File: src/sv/bsmis_pkg.sv
// shared types and constants for the byte set match index scan
`timescale 1ns / 1ps
`default_nettype none

package bsmis_pkg;

    localparam int POS_W  = 31;
    localparam int DATA_W = 64;
    localparam int NV_W   = 4;
    localparam int CFG_W  = 64;

    localparam logic [POS_W-1:0] CAPACITY_RESET = {POS_W{1'b1}};

    // configuration register indexes
    typedef enum logic [0:0] {
        REG_MATCH_SET = 1'b0,
        REG_CAPACITY  = 1'b1
    } cfg_reg_t;

    // result kinds
    localparam logic KIND_OFFSET = 1'b0;
    localparam logic KIND_TOTAL  = 1'b1;

    // per item bookkeeping handed from the scan stage to the serializer
    typedef struct packed {
        logic [POS_W-1:0] base;
        logic [POS_W-1:0] total;
        logic             last;
    } scan_info_t;

endpackage

`default_nettype wire

File: src/sv/bsmis_lane_match.sv
// per lane set compare and capacity limit for one beat
`timescale 1ns / 1ps
`default_nettype none

module bsmis_lane_match
    import bsmis_pkg::*;
#(
    parameter int LANES = 8
) (
    input  wire logic [DATA_W-1:0] data_bytes,
    input  wire logic [NV_W-1:0]   nvalid,
    input  wire logic [DATA_W-1:0] match_set,
    input  wire logic [POS_W-1:0]  capacity,
    input  wire logic [POS_W-1:0]  match_count,
    output logic      [LANES-1:0]  emit_mask,
    output logic      [NV_W-1:0]   emit_cnt
);

    logic [POS_W-1:0] room;
    logic [NV_W-1:0]  room_sat;
    logic [NV_W-1:0]  seen;
    logic             hit;

    always_comb
    begin
        room     = (capacity > match_count) ? (capacity - match_count) : '0;
        room_sat = (room > POS_W'(8)) ? NV_W'(8) : room[NV_W-1:0];
        seen     = '0;
        emit_cnt = '0;
        emit_mask = '0;
        for (int j = 0; j < LANES; j++)
        begin
            hit = 1'b0;
            for (int s = 0; s < 8; s++)
            begin
                if (data_bytes[8*j +: 8] == match_set[8*s +: 8])
                begin
                    hit = 1'b1;
                end
            end
            hit = hit && (NV_W'(j) < nvalid);
            // k-th hit is kept only while room remains
            if (hit && (seen < room_sat))
            begin
                emit_mask[j] = 1'b1;
                emit_cnt     = emit_cnt + NV_W'(1);
            end
            if (hit)
            begin
                seen = seen + NV_W'(1);
            end
        end
    end

endmodule

`default_nettype wire

File: src/sv/bsmis_serial.sv
// result serializer: one offset or total per cycle into the output register while out_ready allows
`timescale 1ns / 1ps
`default_nettype none

module bsmis_serial
    import bsmis_pkg::*;
#(
    parameter int LANES = 8
) (
    input  wire logic             clk,
    input  wire logic             rst_n,
    input  wire logic             load,
    input  wire logic [LANES-1:0] load_mask,
    input  wire scan_info_t       load_info,
    output logic                  ser_free,
    output logic                  out_valid,
    input  wire logic             out_ready,
    output logic                  kind,
    output logic      [POS_W-1:0] value,
    output logic                  last_of_run
);

    localparam int LANE_W = (LANES > 1) ? $clog2(LANES) : 1;

    logic             busy_reg;
    logic [LANES-1:0] mask_reg;
    scan_info_t       info_reg;
    logic             out_valid_reg;
    logic             kind_reg;
    logic [POS_W-1:0] value_reg;
    logic             lor_reg;

    logic [LANES-1:0]  rest;
    logic [LANE_W-1:0] pick;
    logic              has_offset;
    logic              out_load;
    logic              done;

    always_comb
    begin
        pick = '0;
        for (int j = LANES - 1; j >= 0; j--)
        begin
            if (mask_reg[j])
            begin
                pick = LANE_W'(j);
            end
        end
        has_offset = |mask_reg;
        rest       = mask_reg & (mask_reg - LANES'(1));
        out_load   = busy_reg && (!out_valid_reg || out_ready);
        done       = out_load && (!has_offset || ((rest == '0) && !info_reg.last));
        ser_free   = !busy_reg || done;
    end

    always_ff @(posedge clk or negedge rst_n)
    begin
        if (!rst_n)
        begin
            busy_reg      <= 1'b0;
            out_valid_reg <= 1'b0;
        end
        else
        begin
            if (load)
            begin
                busy_reg <= 1'b1;
            end
            else if (done)
            begin
                busy_reg <= 1'b0;
            end
            if (out_load)
            begin
                out_valid_reg <= 1'b1;
            end
            else if (out_ready)
            begin
                out_valid_reg <= 1'b0;
            end
        end
    end

    always_ff @(posedge clk)
    begin
        if (load)
        begin
            mask_reg <= load_mask;
            info_reg <= load_info;
        end
        else if (out_load)
        begin
            mask_reg <= rest;
        end
        if (out_load)
        begin
            if (has_offset)
            begin
                kind_reg  <= KIND_OFFSET;
                value_reg <= info_reg.base + POS_W'(pick);
                lor_reg   <= (rest == '0) && !info_reg.last;
            end
            else
            begin
                kind_reg  <= KIND_TOTAL;
                value_reg <= info_reg.total;
                lor_reg   <= 1'b1;
            end
        end
    end

    assign out_valid   = out_valid_reg;
    assign kind        = kind_reg;
    assign value       = value_reg;
    assign last_of_run = lor_reg;

endmodule

`default_nettype wire

File: src/sv/byte_set_match_index_scan.sv
// top level of the byte set match index scan
// path: a beat passes the input register, the serializer registers and the output register
// throughput: one input beat per cycle while each beat gives at most one result and out_ready allows;
//   a beat with more than one result holds the serializer, which gives one result per cycle while out_ready allows
// reset: rst_n asynchronous active low; clears position, count, pipeline valids,
//   match_set to zero and capacity to all ones
`timescale 1ns / 1ps
`default_nettype none

module byte_set_match_index_scan
    import bsmis_pkg::*;
#(
    parameter int LANES = 8
) (
    input  wire logic              clk,
    input  wire logic              rst_n,
    // configuration channel
    input  wire logic              cfg_valid,
    output logic                   cfg_ready,
    input  wire logic [0:0]        cfg_index,
    input  wire logic [CFG_W-1:0]  cfg_data,
    // input beats
    input  wire logic              in_valid,
    output logic                   in_ready,
    input  wire logic [DATA_W-1:0] data_bytes,
    input  wire logic [NV_W-1:0]   valid_bytes,
    input  wire logic              last_block,
    // result beats
    output logic                   out_valid,
    input  wire logic              out_ready,
    output logic                   kind,
    output logic      [POS_W-1:0]  value,
    output logic                   last_of_run
);

    localparam logic [NV_W-1:0] LANES_N = NV_W'(LANES);

    // configuration registers
    logic [DATA_W-1:0] match_set_reg;
    logic [POS_W-1:0]  capacity_reg;

    // input register
    logic              inq_valid_reg;
    logic [DATA_W-1:0] inq_data_reg;
    logic [NV_W-1:0]   inq_nv_reg;
    logic              inq_last_reg;

    // scan state
    logic [POS_W-1:0]  pos_reg;
    logic [POS_W-1:0]  cnt_reg;
    logic [POS_W-1:0]  pos_next;
    logic [POS_W-1:0]  cnt_next;
    logic [POS_W-1:0]  total;

    logic [LANES-1:0]  emit_mask;
    logic [NV_W-1:0]   emit_cnt;
    logic              ser_free;
    logic              inq_take;
    logic              ser_load;
    logic              in_fire;
    scan_info_t        info;

    assign cfg_ready = 1'b1;
    assign inq_take  = inq_valid_reg && ser_free;
    assign in_ready  = !inq_valid_reg || inq_take;
    assign in_fire   = in_valid && in_ready;

    // per lane compare against the eight slots, capped by remaining capacity
    bsmis_lane_match #(
        .LANES (LANES)
    ) u_match (
        .data_bytes  (inq_data_reg),
        .nvalid      (inq_nv_reg),
        .match_set   (match_set_reg),
        .capacity    (capacity_reg),
        .match_count (cnt_reg),
        .emit_mask   (emit_mask),
        .emit_cnt    (emit_cnt)
    );

    always_comb
    begin
        total    = cnt_reg + POS_W'(emit_cnt);
        pos_next = inq_last_reg ? '0 : (pos_reg + POS_W'(inq_nv_reg));
        cnt_next = inq_last_reg ? '0 : total;
        // a beat with no kept match and no last flag yields nothing
        ser_load = inq_take && ((emit_mask != '0) || inq_last_reg);
        info.base  = pos_reg;
        info.total = total;
        info.last  = inq_last_reg;
    end

    always_ff @(posedge clk or negedge rst_n)
    begin
        if (!rst_n)
        begin
            match_set_reg <= '0;
            capacity_reg  <= CAPACITY_RESET;
            inq_valid_reg <= 1'b0;
            pos_reg       <= '0;
            cnt_reg       <= '0;
        end
        else
        begin
            if (cfg_valid)
            begin
                unique case (cfg_reg_t'(cfg_index))
                    REG_MATCH_SET: match_set_reg <= cfg_data;
                    REG_CAPACITY:  capacity_reg  <= cfg_data[POS_W-1:0];
                    default:       ;
                endcase
            end
            if (in_fire)
            begin
                inq_valid_reg <= 1'b1;
            end
            else if (inq_take)
            begin
                inq_valid_reg <= 1'b0;
            end
            if (inq_take)
            begin
                pos_reg <= pos_next;
                cnt_reg <= cnt_next;
            end
        end
    end

    // beat payload, clamped to the lane count on the way in
    always_ff @(posedge clk)
    begin
        if (in_fire)
        begin
            inq_data_reg <= data_bytes;
            inq_nv_reg   <= (valid_bytes > LANES_N) ? LANES_N : valid_bytes;
            inq_last_reg <= last_block;
        end
    end

    // offsets oldest first, then the total on a last beat
    bsmis_serial #(
        .LANES (LANES)
    ) u_serial (
        .clk         (clk),
        .rst_n       (rst_n),
        .load        (ser_load),
        .load_mask   (emit_mask),
        .load_info   (info),
        .ser_free    (ser_free),
        .out_valid   (out_valid),
        .out_ready   (out_ready),
        .kind        (kind),
        .value       (value),
        .last_of_run (last_of_run)
    );

endmodule

`default_nettype wire
File: config.mk
export PLATFORM = sky130hd
export DESIGN_NAME = byte_set_match_index_scan
export DESIGN_NICKNAME = d
export VERILOG_FILES = /design/src/sv/bsmis_pkg.sv /design/src/sv/bsmis_lane_match.sv /design/src/sv/bsmis_serial.sv /design/src/sv/byte_set_match_index_scan.sv
export SDC_FILE = /design/constraint.sdc
export NUM_CORES = 1
export LEC_CHECK = 0
export BUFFER_PORTS_ARGS = -buffer_cell sky130_fd_sc_hd__buf_4
export CORE_AREA = 3 3 233 235
export CTS_CLUSTER_SIZE = 20
export DETAILED_ROUTE_END_ITERATION = 7
export DIE_AREA = 0 0 236 238
export HOLD_SLACK_MARGIN = 0.06
export PLACE_DENSITY = 0.7
export SLEW_MARGIN = 10
export SYNTH_ARGS = -nofsm -noshare
export SYNTH_HDL_FRONTEND = slang
export SYNTH_HIERARCHICAL = 1
export SYNTH_SLANG_ARGS = --single-unit
File: constraint.sdc
create_clock -name clk -period 12.4 [get_ports clk]
set_input_delay 1.86 -clock clk [delete_from_list [all_inputs] [get_ports clk]]
set_output_delay 1.86 -clock clk [all_outputs]
set_load 0.02 [all_outputs]
==> run metrics <==
status=complete, no violations; GRT Total Usage=26.1%; sum of negative setup slack=0 ns; Worst setup EP type=register; Core Region=52400 um2; Ports=175; Avg Cell Area, Syn=9.79 um2; Worst R2R Setup Slack=1.92 ns; commonest cells in the netlist=397 x xnor2_1, 217 x xor2_1, 173 x edfxtp_1, 166 x nand2_1, 140 x nor2_1; Syn-to-layout area delta=10.6%; hold buffer count at CTS=0; Power Total=0.00356 W; relative slew slack=28.2%; Post-Syn Instances=2508; global placer's final weighted congestion=0.969; Worst-path clk slew=0.06 ns; Yosys cell types=109; most common flop cell mapped by yosys=edfxtp_1; WS Path Type=register to register; RSZ-0062 raised after global routing=false; hold crit path type=register to register; Worst Max-Slew Pin Slew=1.08 ns; top post-synthesis cells by area=edfxtp_1 21%, xnor2_1 14%, dfrtp_1 13%, xor2_1 7.7%, mux2_2 4.5%; vias in the first global route=19500; Crit-path slowest cell=a211oi_2; Post-Syn Nets=2720; initial antenna violation count=0; Rows=84; Clock Sinks=333; CP Max Fanout=13; Max Slew Vio Count=0; Die Y=238 um; Final Cycle Share=84.5%; number of synthesized flops with an enable pin=173; clk_skew=0.0265 ns; Warnings, synthesis=6; Clock Path Buffers=3; ratio of cells with drive above 1 in the final layout=17.3%; number of CTS-inserted buffers=37; Yosys top cell by area=edfxtp_1; Yosys top cell area share=21.2%; nets@finish=2758; fmax=95.4 MHz; Data required, critical path=12.88 ns; Final HPWL DP=56500 um; worst skew pair latency=0.56 ns; drt initial violations=1907; maxcap violations=0; Crit path largest cell delay=0.75 ns; Seq/Total Area, Yosys=37.6%; asr flop ratio synth=48.0%; # diodes=0; H-Tree Depth=2; most frequent cell after synthesis=xnor2_1; most used cell, CP=ha_1; critical path arrival=10.96 ns; initial core utilization=46.8%; global route overflow=0; die area=56200 um2; CTS resizes=0; Synth Register Bits=333; Power Density=131 nW/um2; CTS Root Cell=clkbuf_16; largest net degree at the start of global routing=92; final setup fails=0; Worst Setup Start Kind=register; Util after Layout=51.8%; drt drc=0; WL/cell=23.2 um; vias per cell=6.03; CTS tree=built; DRT antenna net count=0; fin crit period=10.48 ns; via count=19700; Hold Fails Final Rpt=0; Peak supply drop=0.110 mV; cell leakage power=10.1 nW; chip width=236 um; Post CTS Setup Buffer Count=0; first-pass GRT wire length=115000 um; Total Routed Length=75700 um; Port Buffers=173; Cell Area, Synth=24600 um2; Initial DRT Pass Iterations=6
## metal layers
| metal | vias up | global-route usage [%] | wire, um | share of wire (%) |
|---|---|---|---|---|
| li1 | 8920 | - | - | - |
| met3 | 271 | 3.26 | 4360 | 5.8 |
| met2 | 896 | 44.8 | 36500 | 48 |
| met5 | - | 0 | 0 | 0 |
| met4 | 0 | 14.0 | 4570 | 6.0 |
| met1 | 9568 | 32.2 | 30300 | 40 |
## cells in the final DEF (no fill, tap or decap), types with 31 or more instances in the layout
master and count:
xnor2_1 397, xor2_1 217, buf_4 186, edfxtp_1 173, nand2_1 166, nor2_1 140, dfrtp_1 129, nand4_1 119
mux2_2 98, o21ai_0 95, inv_1 85, a21oi_1 81, ha_1 69, nor4_1 60, nand3_1 47, clkbuf_16 37
nor3_1 31, dfstp_2 31
## final timing paths
kind | startpoint | end | depth (start not counted)
min in group asynchronous | rst_n | match_set_reg[48]$_DFFE_PN0P_ | 1
min reg2reg | pos_reg[0]$_DFFE_PN0P_ | u_serial/info_reg[32]$_DFFE_PP_ | 0
min | pos_reg[0]$_DFFE_PN0P_ | u_serial/info_reg[32]$_DFFE_PP_ | 0
max in group asynchronous | rst_n | cnt_reg[18]$_DFFE_PN0P_ | 2
max reg2reg | cnt_reg[6]$_DFFE_PN0P_ | cnt_reg[28]$_DFFE_PN0P_ | 38
max | cnt_reg[6]$_DFFE_PN0P_ | cnt_reg[28]$_DFFE_PN0P_ | 38
## worst max-delay path: cells and delay by family (launching register included)
kind	cells	cell delay, ns
compound gates	13	3.58
simple gates	12	3.19
fa+ha+maj	7	2.21
xor+xnor	2	0.56
flops	1	0.53
buf+inv	4	0.36
## power breakdown
group          internal (W)  switching [W]
combinational      0.000453       0.000537
clock              0.000599       0.000446
sequential          0.00127       0.000257
## final cells by class
type                            instances  area [um2]
Multi-Input combinational cell       1900       14200
Clock buffer                           49        1010
Clock inverter                         18         136
Tap cell                              688         861
Sequential cell                       333        9240
Fill cell                            4607       25300
Inverter                               87         327
Timing Repair Buffer                  187        1410
## logic make-up after synthesis
group	count (synthesis)	share of synthesized area, %
flip-flops	333	37.6
other	2	0.0306
multiplexers	115	5.21
AO/OA/AOI/OAI	373	10.4
buffers and inverters	275	4.78
adder cells (fa/ha/maj)	73	3.84
AND/OR/NAND/NOR	720	16.0
XOR/XNOR	617	22.2
## stage by stage
step | worst slack (ns) | hold slack (ns) | instance area [um2] | instances
after floorplan | 2.74 | 0.421 | 24600 | 2508
after global placement | 2.34 | 0.462 | 26000 | 3195
after detailed placement | 2.13 | 0.474 | 26000 | 3195
after CTS | 2.06 | 0.487 | 27100 | 3262
after global routing | 1.17 | 0.505 | 27100 | 3262
final | 1.92 | 0.494 | 27100 | 3262
Power figures use the tool's default switching activity.
